[config.mk]
export PLATFORM = sky130hd
export DESIGN_NAME = packet_reorder_receiver_flat
export DESIGN_NICKNAME = d
export VERILOG_FILES = /design/src/rtl/prr_pkg.sv /design/src/rtl/prr_in_if.sv /design/src/rtl/prr_out_if.sv /design/src/rtl/prr_dp.sv /design/src/rtl/prr_ctrl.sv /design/src/rtl/packet_reorder_receiver.sv /design/src/flat_wrapper.sv
export VERILOG_INCLUDE_DIRS = /design/src /design/src/rtl
export SDC_FILE = /design/constraint.sdc
export NUM_CORES = 2
export LEC_CHECK = 0
export ABC_CLOCK_PERIOD_IN_PS = 16700
export BUFFER_PORTS_ARGS = -buffer_cell sky130_fd_sc_hd__buf_2
export CAP_MARGIN = 25
export CORE_ASPECT_RATIO = 1.25
export CORE_MARGIN = 3
export CORE_UTILIZATION = 52
export CTS_BUF_LIST = sky130_fd_sc_hd__clkbuf_8
export DETAILED_ROUTE_END_ITERATION = 8
export PLACE_DENSITY = 0.68
export SETUP_SLACK_MARGIN = 0.3
export SYNTH_ARGS = -nofsm -noshare
export SYNTH_HDL_FRONTEND = slang
export SYNTH_SLANG_ARGS = --single-unit
[constraint.sdc]
create_clock -name clk -period 16.7 [get_ports clk]
set_clock_uncertainty 0.05 [all_clocks]
set_input_delay 1.67 -clock clk [delete_from_list [all_inputs] [get_ports clk]]
set_output_delay 1.67 -clock clk [all_outputs]
set_load 0.01 [all_outputs]
[src/rtl/packet_reorder_receiver_assert.svh]
// Assertion macros shared by the receiver RTL.
// Each macro takes a label, the clock, the active-low reset, a condition and a consequence.
`ifndef PACKET_REORDER_RECEIVER_ASSERT_SVH
`define PACKET_REORDER_RECEIVER_ASSERT_SVH
`ifndef NO_ASSERTIONS
`define PRR_ASSERT_SAME(label, clk, rst_n, cond, cons) \
	label: assert property (@(posedge clk) disable iff (!rst_n) (cond) |-> (cons)) \
		else $error("receiver check failed in the same cycle");
`define PRR_ASSERT_NEXT(label, clk, rst_n, cond, cons) \
	label: assert property (@(posedge clk) disable iff (!rst_n) (cond) |=> (cons)) \
		else $error("receiver check failed in the following cycle");
`else
`define PRR_ASSERT_SAME(label, clk, rst_n, cond, cons)
`define PRR_ASSERT_NEXT(label, clk, rst_n, cond, cons)
`endif
`endif

[src/rtl/prr_pkg.sv]
package prr_pkg;

	localparam int SEQ_W  = 31;
	localparam int SIZE_W = 11;

	localparam int DEF_REORDER_DEPTH = 10;
	localparam int DEF_MAX_PAYLOAD   = 1456;
	localparam int DEF_HANDLE_BITS   = 8;

	typedef enum logic [1:0] {
		KIND_RELEASE = 2'd0,
		KIND_ACK     = 2'd1,
		KIND_EOF_ACK = 2'd2
	} kind_t;

	typedef enum logic [1:0] {
		ST_IDLE,
		ST_INSERT,
		ST_RELEASE,
		ST_ACK
	} state_t;

	// Commands from the controller to the datapath.
	typedef struct packed {
		logic cap;       // capture the accepted header
		logic ins;       // insert the captured header into the store
		logic pop;       // drop the head entry of the store
		logic emit_rel;  // send the head entry as a release and advance the expected number
		logic emit_ack;  // send the closing ack
	} cmd_t;

	// Status from the datapath to the controller.
	typedef struct packed {
		logic eligible;   // size within limit and not below the expected number
		logic is_exp;     // header carries the expected number
		logic head_valid;
		logic head_lt;    // head entry is below the expected number
		logic head_eq;    // head entry is the expected one
		logic out_free;   // output register can take a result this cycle
	} sts_t;

endpackage

[src/rtl/prr_in_if.sv]
interface prr_in_if import prr_pkg::*; #(
	parameter int HANDLE_BITS = DEF_HANDLE_BITS
);
	logic                   valid;
	logic                   ready;
	logic [SEQ_W-1:0]       seq_number;
	logic [SIZE_W-1:0]      payload_size;
	logic [HANDLE_BITS-1:0] payload_handle;

	modport source (output valid, output seq_number, output payload_size,
		output payload_handle, input ready);
	modport sink (input valid, input seq_number, input payload_size,
		input payload_handle, output ready);
endinterface

[src/rtl/prr_out_if.sv]
interface prr_out_if import prr_pkg::*; #(
	parameter int HANDLE_BITS = DEF_HANDLE_BITS
);
	logic                   valid;
	logic                   ready;
	kind_t                  result_kind;
	logic [SEQ_W-1:0]       released_seq;
	logic [SIZE_W-1:0]      released_size;
	logic [HANDLE_BITS-1:0] released_handle;
	logic [SEQ_W-1:0]       ack_number;
	logic                   last_of_run;

	modport source (output valid, output result_kind, output released_seq,
		output released_size, output released_handle, output ack_number,
		output last_of_run, input ready);
	modport sink (input valid, input result_kind, input released_seq,
		input released_size, input released_handle, input ack_number,
		input last_of_run, output ready);
endinterface

[src/rtl/prr_dp.sv]
module prr_dp import prr_pkg::*; #(
	parameter int REORDER_DEPTH = DEF_REORDER_DEPTH,
	parameter int MAX_PAYLOAD   = DEF_MAX_PAYLOAD,
	parameter int HANDLE_BITS   = DEF_HANDLE_BITS
) (
	input  logic                   clk,
	input  logic                   arst_n,
	input  cmd_t                   cmd,
	output sts_t                   sts,
	input  logic [SEQ_W-1:0]       seq_number,
	input  logic [SIZE_W-1:0]      payload_size,
	input  logic [HANDLE_BITS-1:0] payload_handle,
	prr_out_if.source              res
);

	localparam int IdxW = $clog2(REORDER_DEPTH);

	logic [SEQ_W-1:0]       pkt_seq_q;
	logic [SIZE_W-1:0]      pkt_size_q;
	logic [HANDLE_BITS-1:0] pkt_handle_q;
	logic [SEQ_W-1:0]       exp_q;

	logic                   slot_valid_q  [REORDER_DEPTH];
	logic [SEQ_W-1:0]       slot_seq_q    [REORDER_DEPTH];
	logic [SIZE_W-1:0]      slot_size_q   [REORDER_DEPTH];
	logic [HANDLE_BITS-1:0] slot_handle_q [REORDER_DEPTH];

	logic                   out_valid_q;
	kind_t                  out_kind_q;
	logic [SEQ_W-1:0]       out_seq_q;
	logic [SIZE_W-1:0]      out_size_q;
	logic [HANDLE_BITS-1:0] out_handle_q;
	logic [SEQ_W-1:0]       out_ack_q;
	logic                   out_last_q;

	logic            dup;
	logic            pos_found;
	logic [IdxW-1:0] pos;
	logic            do_ins;

	// Duplicate search and insertion point; the lowest matching slot wins.
	always_comb begin
		dup       = 1'b0;
		pos_found = 1'b0;
		pos       = '0;
		for (int i = REORDER_DEPTH - 1; i >= 0; i--) begin
			if (slot_valid_q[i] && slot_seq_q[i] == pkt_seq_q) begin
				dup = 1'b1;
			end
			if (!slot_valid_q[i] || slot_seq_q[i] > pkt_seq_q) begin
				pos_found = 1'b1;
				pos       = IdxW'(i);
			end
		end
	end

	assign do_ins = cmd.ins && !dup && pos_found;

	assign sts.eligible   = (pkt_size_q <= SIZE_W'(MAX_PAYLOAD)) && (pkt_seq_q >= exp_q);
	assign sts.is_exp     = (pkt_seq_q == exp_q);
	assign sts.head_valid = slot_valid_q[0];
	assign sts.head_lt    = (slot_seq_q[0] < exp_q);
	assign sts.head_eq    = (slot_seq_q[0] == exp_q);
	assign sts.out_free   = !out_valid_q || res.ready;

	always_ff @(posedge clk) begin
		if (cmd.cap) begin
			pkt_seq_q    <= seq_number;
			pkt_size_q   <= payload_size;
			pkt_handle_q <= payload_handle;
		end
	end

	always_ff @(posedge clk or negedge arst_n) begin
		if (!arst_n) begin
			exp_q <= '0;
		end else if (cmd.emit_rel) begin
			exp_q <= exp_q + SEQ_W'(slot_size_q[0]);
		end
	end

	// Valid bits stay a prefix: insertion shifts the tail up, a pop shifts all down.
	always_ff @(posedge clk or negedge arst_n) begin
		if (!arst_n) begin
			for (int j = 0; j < REORDER_DEPTH; j++) begin
				slot_valid_q[j] <= 1'b0;
			end
		end else if (do_ins) begin
			if (pos == '0) begin
				slot_valid_q[0] <= 1'b1;
			end
			for (int j = 1; j < REORDER_DEPTH; j++) begin
				if (IdxW'(j) == pos) begin
					slot_valid_q[j] <= 1'b1;
				end else if (IdxW'(j) > pos && slot_valid_q[j-1]) begin
					slot_valid_q[j] <= 1'b1;
				end
			end
		end else if (cmd.pop) begin
			for (int j = 0; j < REORDER_DEPTH - 1; j++) begin
				slot_valid_q[j] <= slot_valid_q[j+1];
			end
			slot_valid_q[REORDER_DEPTH-1] <= 1'b0;
		end
	end

	always_ff @(posedge clk) begin
		if (do_ins) begin
			if (pos == '0) begin
				slot_seq_q[0]    <= pkt_seq_q;
				slot_size_q[0]   <= pkt_size_q;
				slot_handle_q[0] <= pkt_handle_q;
			end
			for (int j = 1; j < REORDER_DEPTH; j++) begin
				if (IdxW'(j) == pos) begin
					slot_seq_q[j]    <= pkt_seq_q;
					slot_size_q[j]   <= pkt_size_q;
					slot_handle_q[j] <= pkt_handle_q;
				end else if (IdxW'(j) > pos && slot_valid_q[j-1]) begin
					slot_seq_q[j]    <= slot_seq_q[j-1];
					slot_size_q[j]   <= slot_size_q[j-1];
					slot_handle_q[j] <= slot_handle_q[j-1];
				end
			end
		end else if (cmd.pop) begin
			for (int j = 0; j < REORDER_DEPTH - 1; j++) begin
				slot_seq_q[j]    <= slot_seq_q[j+1];
				slot_size_q[j]   <= slot_size_q[j+1];
				slot_handle_q[j] <= slot_handle_q[j+1];
			end
		end
	end

	always_ff @(posedge clk or negedge arst_n) begin
		if (!arst_n) begin
			out_valid_q <= 1'b0;
		end else if (cmd.emit_rel || cmd.emit_ack) begin
			out_valid_q <= 1'b1;
		end else if (res.ready) begin
			out_valid_q <= 1'b0;
		end
	end

	always_ff @(posedge clk) begin
		if (cmd.emit_rel) begin
			out_kind_q   <= KIND_RELEASE;
			out_seq_q    <= slot_seq_q[0];
			out_size_q   <= slot_size_q[0];
			out_handle_q <= slot_handle_q[0];
			out_ack_q    <= '0;
			out_last_q   <= 1'b0;
		end else if (cmd.emit_ack) begin
			out_kind_q   <= (pkt_size_q == '0) ? KIND_EOF_ACK : KIND_ACK;
			out_seq_q    <= '0;
			out_size_q   <= '0;
			out_handle_q <= '0;
			out_ack_q    <= exp_q;
			out_last_q   <= 1'b1;
		end
	end

	assign res.valid           = out_valid_q;
	assign res.result_kind     = out_kind_q;
	assign res.released_seq    = out_seq_q;
	assign res.released_size   = out_size_q;
	assign res.released_handle = out_handle_q;
	assign res.ack_number      = out_ack_q;
	assign res.last_of_run     = out_last_q;

endmodule

[src/rtl/prr_ctrl.sv]
module prr_ctrl import prr_pkg::*; #(
	parameter int REORDER_DEPTH = DEF_REORDER_DEPTH
) (
	input  logic clk,
	input  logic arst_n,
	input  logic in_valid,
	output logic in_ready,
	input  sts_t sts,
	output cmd_t cmd
);

	localparam int CntW = $clog2(REORDER_DEPTH + 1);

	state_t          state_q;
	state_t          state_d;
	logic [CntW-1:0] iter_q;
	logic            rel_done;

	// The release pass ends on an empty store, a gap at the head, or a full sweep.
	assign rel_done = (iter_q == CntW'(REORDER_DEPTH)) || !sts.head_valid
		|| (!sts.head_lt && !sts.head_eq);

	always_comb begin
		state_d = state_q;
		unique case (state_q)
			ST_IDLE: begin
				if (in_valid) begin
					state_d = ST_INSERT;
				end
			end
			ST_INSERT: begin
				state_d = (sts.eligible && sts.is_exp) ? ST_RELEASE : ST_ACK;
			end
			ST_RELEASE: begin
				if (rel_done) begin
					state_d = ST_ACK;
				end
			end
			ST_ACK: begin
				if (sts.out_free) begin
					state_d = ST_IDLE;
				end
			end
			default: state_d = ST_IDLE;
		endcase
	end

	always_comb begin
		in_ready = 1'b0;
		cmd      = '0;
		unique case (state_q)
			ST_IDLE: begin
				in_ready = 1'b1;
				cmd.cap  = in_valid;
			end
			ST_INSERT: begin
				cmd.ins = sts.eligible;
			end
			ST_RELEASE: begin
				if (!rel_done) begin
					if (sts.head_lt) begin
						cmd.pop = 1'b1;
					end else if (sts.out_free) begin
						cmd.pop      = 1'b1;
						cmd.emit_rel = 1'b1;
					end
				end
			end
			ST_ACK: begin
				cmd.emit_ack = sts.out_free;
			end
			default: begin
				in_ready = 1'b0;
			end
		endcase
	end

	always_ff @(posedge clk or negedge arst_n) begin
		if (!arst_n) begin
			state_q <= ST_IDLE;
			iter_q  <= '0;
		end else begin
			state_q <= state_d;
			if (state_q == ST_INSERT) begin
				iter_q <= '0;
			end else if (cmd.pop) begin
				iter_q <= iter_q + CntW'(1);
			end
		end
	end

endmodule

[src/rtl/packet_reorder_receiver.sv]
// Reorder receiver for a byte-sequenced packet stream. Each input item is one packet header
// (sequence number, payload size, payload handle); the payload itself stays in external
// memory and is named by its handle. A header below the expected number, a duplicate of a
// stored header, or one whose size exceeds MAX_PAYLOAD is dropped. Others are kept in a
// sorted store of REORDER_DEPTH entries, the largest falling off when it is full. When the
// header carries the expected number, the contiguous run at the head of the store comes out
// as release items in order, each advancing the expected number by its size. Every input
// closes with exactly one ack item (an end-of-file ack when the size is zero) with
// last_of_run set. An item is captured when taken and inserted in the cycle after.
// A header that is not at the expected number then goes straight to the ack state.
// A header at the expected number starts the release pass, which takes the released or
// stale head entries one at a time (at most REORDER_DEPTH) and then sees that the pass is
// over before the ack state. The pass shifts the store down by one entry per cycle; a stale
// entry is dropped without waiting, while a released one waits until the single output
// register is free, so back-pressure on the output stalls the pass. The next item is taken
// while the last ack still waits in the output register.
`include "packet_reorder_receiver_assert.svh"

module packet_reorder_receiver import prr_pkg::*; #(
	parameter int REORDER_DEPTH = DEF_REORDER_DEPTH,
	parameter int MAX_PAYLOAD   = DEF_MAX_PAYLOAD,
	parameter int HANDLE_BITS   = DEF_HANDLE_BITS
) (
	input logic       clk,
	input logic       arst_n,
	prr_in_if.sink    pkt,
	prr_out_if.source res
);

	// Commands and status between the sequencer and the store.
	cmd_t cmd;
	sts_t sts;
	logic in_ready;

	assign pkt.ready = in_ready;

	// The controller walks each item through capture, insertion, the release pass and the ack.
	prr_ctrl #(
		.REORDER_DEPTH(REORDER_DEPTH)
	) u_ctrl (
		.clk     (clk),
		.arst_n  (arst_n),
		.in_valid(pkt.valid),
		.in_ready(in_ready),
		.sts     (sts),
		.cmd     (cmd)
	);

	// The datapath holds the expected number, the sorted store and the output register.
	prr_dp #(
		.REORDER_DEPTH(REORDER_DEPTH),
		.MAX_PAYLOAD  (MAX_PAYLOAD),
		.HANDLE_BITS  (HANDLE_BITS)
	) u_dp (
		.clk           (clk),
		.arst_n        (arst_n),
		.cmd           (cmd),
		.sts           (sts),
		.seq_number    (pkt.seq_number),
		.payload_size  (pkt.payload_size),
		.payload_handle(pkt.payload_handle),
		.res           (res)
	);

	// A release only leaves the store when its head is exactly the expected number.
	`PRR_ASSERT_SAME(a_rel_head, clk, arst_n, cmd.emit_rel, sts.head_valid && sts.head_eq)
	// Nothing is written into the output register while it holds an untaken result.
	`PRR_ASSERT_SAME(a_emit_free, clk, arst_n, cmd.emit_rel || cmd.emit_ack, sts.out_free)
	// The last result of an input is always an ack, never a release.
	`PRR_ASSERT_SAME(a_last_ack, clk, arst_n, res.valid && res.last_of_run,
		res.result_kind != KIND_RELEASE)
	// Taking an item moves straight on to insertion; no new item enters behind it.
	`PRR_ASSERT_NEXT(a_one_item, clk, arst_n, pkt.valid && pkt.ready, !pkt.ready)

endmodule
[src/flat_wrapper.sv]
// flat-port wrapper written by rule: the top's interface ports become plain ports
module packet_reorder_receiver_flat import prr_pkg::*;
#(
	parameter int REORDER_DEPTH = DEF_REORDER_DEPTH,
	parameter int MAX_PAYLOAD   = DEF_MAX_PAYLOAD,
	parameter int HANDLE_BITS   = DEF_HANDLE_BITS
)
  (clk, arst_n, pkt_valid, pkt_seq_number, pkt_payload_size, pkt_payload_handle, pkt_ready, res_valid, res_result_kind, res_released_seq, res_released_size, res_released_handle, res_ack_number, res_last_of_run, res_ready);
  prr_in_if #(.HANDLE_BITS(HANDLE_BITS)) pkt_i ();
  prr_out_if #(.HANDLE_BITS(HANDLE_BITS)) res_i ();
  input logic clk;
  input logic arst_n;
  input wire logic [$bits(pkt_i.valid)-1:0] pkt_valid;
  input wire logic [$bits(pkt_i.seq_number)-1:0] pkt_seq_number;
  input wire logic [$bits(pkt_i.payload_size)-1:0] pkt_payload_size;
  input wire logic [$bits(pkt_i.payload_handle)-1:0] pkt_payload_handle;
  output wire logic [$bits(pkt_i.ready)-1:0] pkt_ready;
  output wire logic [$bits(res_i.valid)-1:0] res_valid;
  output wire logic [$bits(res_i.result_kind)-1:0] res_result_kind;
  output wire logic [$bits(res_i.released_seq)-1:0] res_released_seq;
  output wire logic [$bits(res_i.released_size)-1:0] res_released_size;
  output wire logic [$bits(res_i.released_handle)-1:0] res_released_handle;
  output wire logic [$bits(res_i.ack_number)-1:0] res_ack_number;
  output wire logic [$bits(res_i.last_of_run)-1:0] res_last_of_run;
  input wire logic [$bits(res_i.ready)-1:0] res_ready;
  assign pkt_i.valid = pkt_valid;
  assign pkt_i.seq_number = pkt_seq_number;
  assign pkt_i.payload_size = pkt_payload_size;
  assign pkt_i.payload_handle = pkt_payload_handle;
  assign pkt_ready = pkt_i.ready;
  assign res_valid = res_i.valid;
  assign res_result_kind = res_i.result_kind;
  assign res_released_seq = res_i.released_seq;
  assign res_released_size = res_i.released_size;
  assign res_released_handle = res_i.released_handle;
  assign res_ack_number = res_i.ack_number;
  assign res_last_of_run = res_i.last_of_run;
  assign res_i.ready = res_ready;
  packet_reorder_receiver #(.REORDER_DEPTH(REORDER_DEPTH), .MAX_PAYLOAD(MAX_PAYLOAD), .HANDLE_BITS(HANDLE_BITS)) u_core (.clk(clk), .arst_n(arst_n), .pkt(pkt_i), .res(res_i));
endmodule
## Yosys cells after proc, flatten, opt, wreduce, memory -nomap -nowiden

Memories as Yosys holds them, arrays and structs flattened.
Index checks and enable logic that the tools add are counted.

| storage, ports and cells | value |
|---|---|
| word-level logic and storage cells | 411 |
| output and inout bits | 86 |
| input bits | 54 |
| latch bits | 0 |
| memory bits (read-only) | 0 |
| memories kept | 3 |
| bits in registers | 182 |
| bits in writable memories | 500 |

| operators by class | value |
|---|---|
| muxes and demuxes | 199 |
| divide/modulo/power cells | 0 |
| reduce and logical (&&, ||, !) cells | 70 |
| eq/ne operators | 38 |
| bitwise gates (word level) | 54 |
| shifts and indexed selects | 0 |
| $add $sub $neg | 2 |
| multiply operators | 0 |
| $lt $le $gt $ge | 22 |

Memory list:

| memory | depth | width | rd ports | clocked after memory_dff | write ports | line | source |
|---|---|---|---|---|---|---|---|
| u_core.u_dp.slot_seq_q | 10 | 31 | 10 | 0 | 10 | prr_dp.sv:24 | `logic [SEQ_W-1:0] slot_seq_q [REORDER_DEPTH];` |
| u_core.u_dp.slot_size_q | 10 | 11 | 10 | 0 | 10 | prr_dp.sv:25 | `logic [SIZE_W-1:0] slot_size_q [REORDER_DEPTH];` |
| u_core.u_dp.slot_handle_q | 10 | 8 | 10 | 0 | 10 | prr_dp.sv:26 | `logic [HANDLE_BITS-1:0] slot_handle_q [REORDER_DEPTH];` |

Operators with widths:

| kind | count |
|---|---|
| $mux 31 | 20 |
| $eq 31x31->1 | 12 |
| $gt 31x31->1 | 10 |
| $mux 11 | 20 |
| $mux 8 | 20 |
| $mux 1 | 117 |
| $or 1x1->1 | 54 |
| $mux 4 | 12 |
| $add 31x11->31 | 1 |
| $ge 31x31->1 | 1 |
| $lt 31x31->1 | 1 |
| $ne 3x1->1 const B | 9 |
| $logic_and 1x1->1 | 24 |
| $mux 10 | 2 |
| $reduce_and 2->1 | 10 |
| $eq 3x4->1 const A | 4 |
| $gt 3x4->1 const A | 4 |
| $logic_not 1->1 | 14 |
| $logic_or 1x1->1 | 14 |
| $mux 2 | 7 |
| $le 11x11->1 const B | 1 |
| $logic_not 11->1 | 1 |
| $eq 2x4->1 const A | 2 |
| $eq 4x4->1 const A | 2 |
| 15 further kinds | 23 |

## Longest topological paths before layout

An unclocked memory read counts as a cell.

| depth | value |
|---|---|
| depth in word-level cells | 21 |
| gate-level depth with buffers | 16 |
| gate-level depth less buffers | 13 |

## Hierarchy

Synthesis repeated with hierarchy kept, for this count alone.

| second synthesis, totals | value |
|---|---|
| cells, all modules | 3688 |
| area, all modules | 40387.5 um^2 |

Modules (own cells, without submodules):

| module | cells each | area each (um^2) | instances |
|---|---|---|---|
| prr_dp | 3638 | 39905.8 | 1 |
| prr_ctrl | 50 | 481.7 | 1 |

## Worst setup path after synthesis

OpenSTA, ideal clock, no wires.

| timing path | value |
|---|---|
| path type | register -> register |
| start point | register u_core.u_dp.pkt_seq_q[20] |
| end point | memory u_core.u_dp.slot_handle_q[0][56] (netlist bit) (enable) |
| path buffers | 2 |
| stages on the path, launching flop included | 13 |
| path slack | 10.183 ns |
| required time | 16.123 ns |
| library setup time | 0.527 ns |
| period minus slack after synthesis | 6.517 ns |
| arrival | 5.941 ns |
| cells stage by stage | edfxtp_1 -> inv_1 -> ha_1 -> and4_1 -> nor4bb_1 -> nand2_1 -> nand4_1 -> nor2_1 -> and3_1 -> clkbuf_1 -> clkbuf_1 -> nand2_1 -> o21ai_0 |

RTL lines:

| element | line | source |
|---|---|---|
| start: declaration | prr_dp.sv:18 | `logic [SEQ_W-1:0] pkt_seq_q;` |
| start signal: assignment | prr_dp.sv:68 | `pkt_seq_q <= seq_number;` |
| end: declaration | prr_dp.sv:26 |  |

==> impl_metrics.yaml <==
timing:
  finalSetupViolations: 0
  drv_slew: 0
  period_needed_ns: 7.51
  rsz0062_at_grt: "no"
  tightest_slew_ns: 1.06
  min_period_over_period_pct: 44.9
  max_freq_mhz: 133
  report.final.hold_viol_count: 0
  relSlewSlack_pct: 27.2
  fin_tns_setup_ns: 0
placement:
  post-dp-hpwl_um: 89600
  place.gp.congestion: 0.992
  dp_cells: 4634
  port_buffers: 139
yosys:
  synth_area_per_cell_um2: 10.7
  synth_ff_type: "edfxtp_1"
  postSynthCellCount: 3677
  yosysWarnings: 0
  ys_ff_latch: 682
  synth_fp_nets: 4121
  synthesis.area_um2: 39500
  synth_edf_count: 600
  seq_area_frac_synth_pct: 50.4
  synthArstFlopShare_pct: 7.04
  ys_types: 71
layout:
  finalNetCount: 4224
  syn_to_final_growth_pct: 9.38
  fill_cells: 6413
  layout.cells.non_filler: 4848
  layout-drive-gt1-share_pct: 10.7
  final_util_pct: 57.6
setup_path:
  worstReg2RegEnd: "u_core.u_dp.slot_seq_q[0][131]$_DFFE_PP_"
  end_kind: "register"
  setup.worst_path.class: "register to register"
  startpoint_type: "register"
  critPathRequiredTime_ns: 17.02
  critPathMaxFanout: 258
  cp.arrival_ns: 7.83
  r2r_slack_ns: 9.19
  rr_worst_depth: 15
  r2r-start: "u_core.u_dp.pkt_seq_q[3]$_DFFE_PP_"
hold_path:
  hp-start: "u_core.u_dp.res.ack_number[24]$_SDFFE_PP0P_"
  min_to: "u_core.u_dp.res.ack_number[24]$_SDFFE_PP0P_"
  hp-class: "register to register"
  hold-path-cell-count: 2
grt:
  antenna_found_initial: 6
  grt_pass1_wl_um: 194000
  grtUsageTotal_pct: 33.0
  overflow: 0
  grt_pass1_vias: 29814
  grt_max_degree: 259
detailed_routing:
  drt-total-wl_um: 133000
  drt_iter0_drc: 3469
  vias: 31317
  via_per_inst: 6.46
  drc: 0
  first_pass_iters: 6
  ant_nets: 0
  avgRoutedWirePerCell_um: 27.4
clock_network:
  clk_path_buf_depth: 3
  clock-sinks: 682
  cts_repair_resize_count: 0
  ctsHoldBuffers: 0
  clockRootBuffer: "clkbuf_8"
  cts_setup_buffers: 0
  cts_tree: "built"
  clk_latency_ns: 0.78
  clk_pin_slew_worst_paths_ns: 0.06
  numCtsBuffers: 110
  htreeDepth: 3
floorplan:
  rows: 112
  ios: 140
  dieArea_um2: 79300
  die_w_um: 253
  die_y_um: 314
  core_area_um2: 75000
  initial_core_util_pct: 52.7
power_and_ir_drop:
  p_leak_nw: 16.6
  peakVddDrop_mv: 0.118
  power_density_nw_per_um2: 173
flow_run:
  drv_cap: 0
outcome:
  status: "complete, no violations"
[synthesized netlist by cell type (all sizes together), types with 28 or more instances]
cell,count,area share (%)
a21oi,307,3.9
a22oi,153,2.9
and2,58,0.92
buf,73,1.4
clkbuf,122,1.2
dfrtp,48,3.0
dfxtp,34,1.7
edfxtp,600,46
ha,389,12
inv,125,1.2
mux2,50,1.4
mux2i,150,3.8
nand2,471,4.5
nand3,58,0.75
nand4,89,1.4
nor2,115,1.1
nor3,28,0.35
o21ai,463,5.9
o31ai,62,1.2
[state kept, by name (all words and copies together) (netlist names)]
| signal | cells |
|---|---|
| u_core.u_dp.res.released_seq | 31 |
| u_core.u_dp.slot_seq_q | 310 |
| u_core.u_dp.pkt_seq_q | 31 |
| u_core.u_dp.res.ack_number | 31 |
| u_core.u_dp.sts | 1 |
| u_core.u_ctrl.state_q | 2 |
| u_core.u_dp.pkt_handle_q | 8 |
| u_core.u_ctrl.iter_q | 4 |
| u_core.u_dp.slot_handle_q | 80 |
| u_core.u_dp.res.last_of_run | 1 |
| u_core.u_dp.slot_valid_q | 9 |
| u_core.u_dp.res.released_size | 11 |
| u_core.u_dp.pkt_size_q | 11 |
| u_core.u_dp.res.released_handle | 8 |
| u_core.u_dp.res.result_kind | 2 |
| u_core.u_dp.res.valid | 1 |
| u_core.u_dp.slot_size_q | 110 |
| u_core.u_dp.exp_q | 31 |
[per-layer routing]
metal  vias to the layer above  track usage [%]  part of all wire, %
met5                         -                0                0.017
met4                         4             22.6                  7.5
met3                       375             5.25                  7.8
met2                      1554             52.3                   46
met1                     15236             41.6                   39
li1                      14148                -                    -
[worst max-delay path, cell delays in order, from the launching register on]
cell and delay [ns]:
edfxtp_1 0.47, inv_1 0.50, ha_1 0.38, a22o_1 0.21
nor4_1 0.17, a211oi_1 0.12, a2111oi_0 0.93, o31a_1 0.34
nand3_2 0.22, or4b_4 0.62, a21oi_4 0.19, buf_12 0.67
buf_4 0.94, nor2_1 0.18, nand2_2 0.09, buf_4 0.78
[layout by cell type, fill, tap and decap left out, types with 11 or more instances in the layout]
cell type  Yosys  layout
edfxtp_1     600     600
nand2_1      471     463
o21ai_0      419     418
ha_1         389     389
a21oi_1      305     305
inv_1        124     159
a22oi_1      153     153
mux2i_1      150     150
buf_2         24     139
clkbuf_8       0     117
nor2_1       115     114
nand4_1       89      89
o31ai_1       62      62
nand3_1       57      57
and2_1        58      56
mux2_2        50      50
dfrtp_1       48      48
o21ai_1       44      44
buf_4         31      40
dfxtp_1       34      34
clkinv_1       0      28
nor3_1        28      27
a211oi_1      26      25
xnor2_1       25      25
a21o_1        23      23
nor4_1        17      16
o21a_1        15      15
clkinv_2       0      14
nor2b_1       13      13
a31oi_1       13      13
nand2b_1      13      12
and3_1        16      12
and4_1        11      11
a21boi_0      11      11
[metrics by stage]
stage	setup WS [ns]	power (W)	hold slack, ns	area (µm²)
after global routing	8.91	0.00786	0.420	43200
final	9.19	0.00748	0.399	43200
after floorplan	10.18	0.00481	0.416	39500
after CTS	9.38	0.00742	0.403	43100
after detailed placement	9.38	0.00594	0.395	40900
after global placement	9.54	0.00588	0.392	40800
[logic make-up after synthesis]
kind of cell,synth area share [%]
compound gates,16.9
simple gates,10.8
flops,50.4
fa+ha+maj,12.4
buf+inv,3.74
mux,5.22
xor+xnor,0.665
[cell type report]
cell class	instances	area (µm²)	area share, %
multi-input cells	2675	18200	42.2
well taps	969	1210	2.81
clock inverters	90	598	1.38
inverters	125	469	1.09
flip-flops and latches	682	19900	46.0
clock buffers	117	1610	3.73
repair buffers	186	1170	2.72
diodes	4	10.0	0.0232
[where the power goes]
part / switching [W] / internal, W / total, W
Clock: 0.000723 / 0.000760 / 0.00148
Combinational: 0.00191 / 0.000899 / 0.00281
Sequential: 0.000485 / 0.00270 / 0.00319
Total: 0.00312 / 0.00436 / 0.00748
[worst max path at each step]
stage	end	cells past startpoint	start
after floorplan	u_core.u_dp.slot_handle_q[0][56]$_DFFE_PP_	12	u_core.u_dp.pkt_seq_q[20]$_DFFE_PP_
final	u_core.u_dp.slot_seq_q[0][131]$_DFFE_PP_	15	u_core.u_dp.pkt_seq_q[3]$_DFFE_PP_
after global routing	u_core.u_dp.slot_seq_q[0][144]$_DFFE_PP_	15	u_core.u_dp.pkt_seq_q[13]$_DFFE_PP_
after detailed placement	u_core.u_dp.slot_seq_q[0][133]$_DFFE_PP_	15	u_core.u_dp.pkt_seq_q[6]$_DFFE_PP_
after global placement	u_core.u_dp.slot_seq_q[0][134]$_DFFE_PP_	15	u_core.u_dp.pkt_seq_q[6]$_DFFE_PP_
after CTS	u_core.u_dp.slot_seq_q[0][146]$_DFFE_PP_	15	u_core.u_dp.pkt_seq_q[6]$_DFFE_PP_
(Power assumes the default switching activity.)
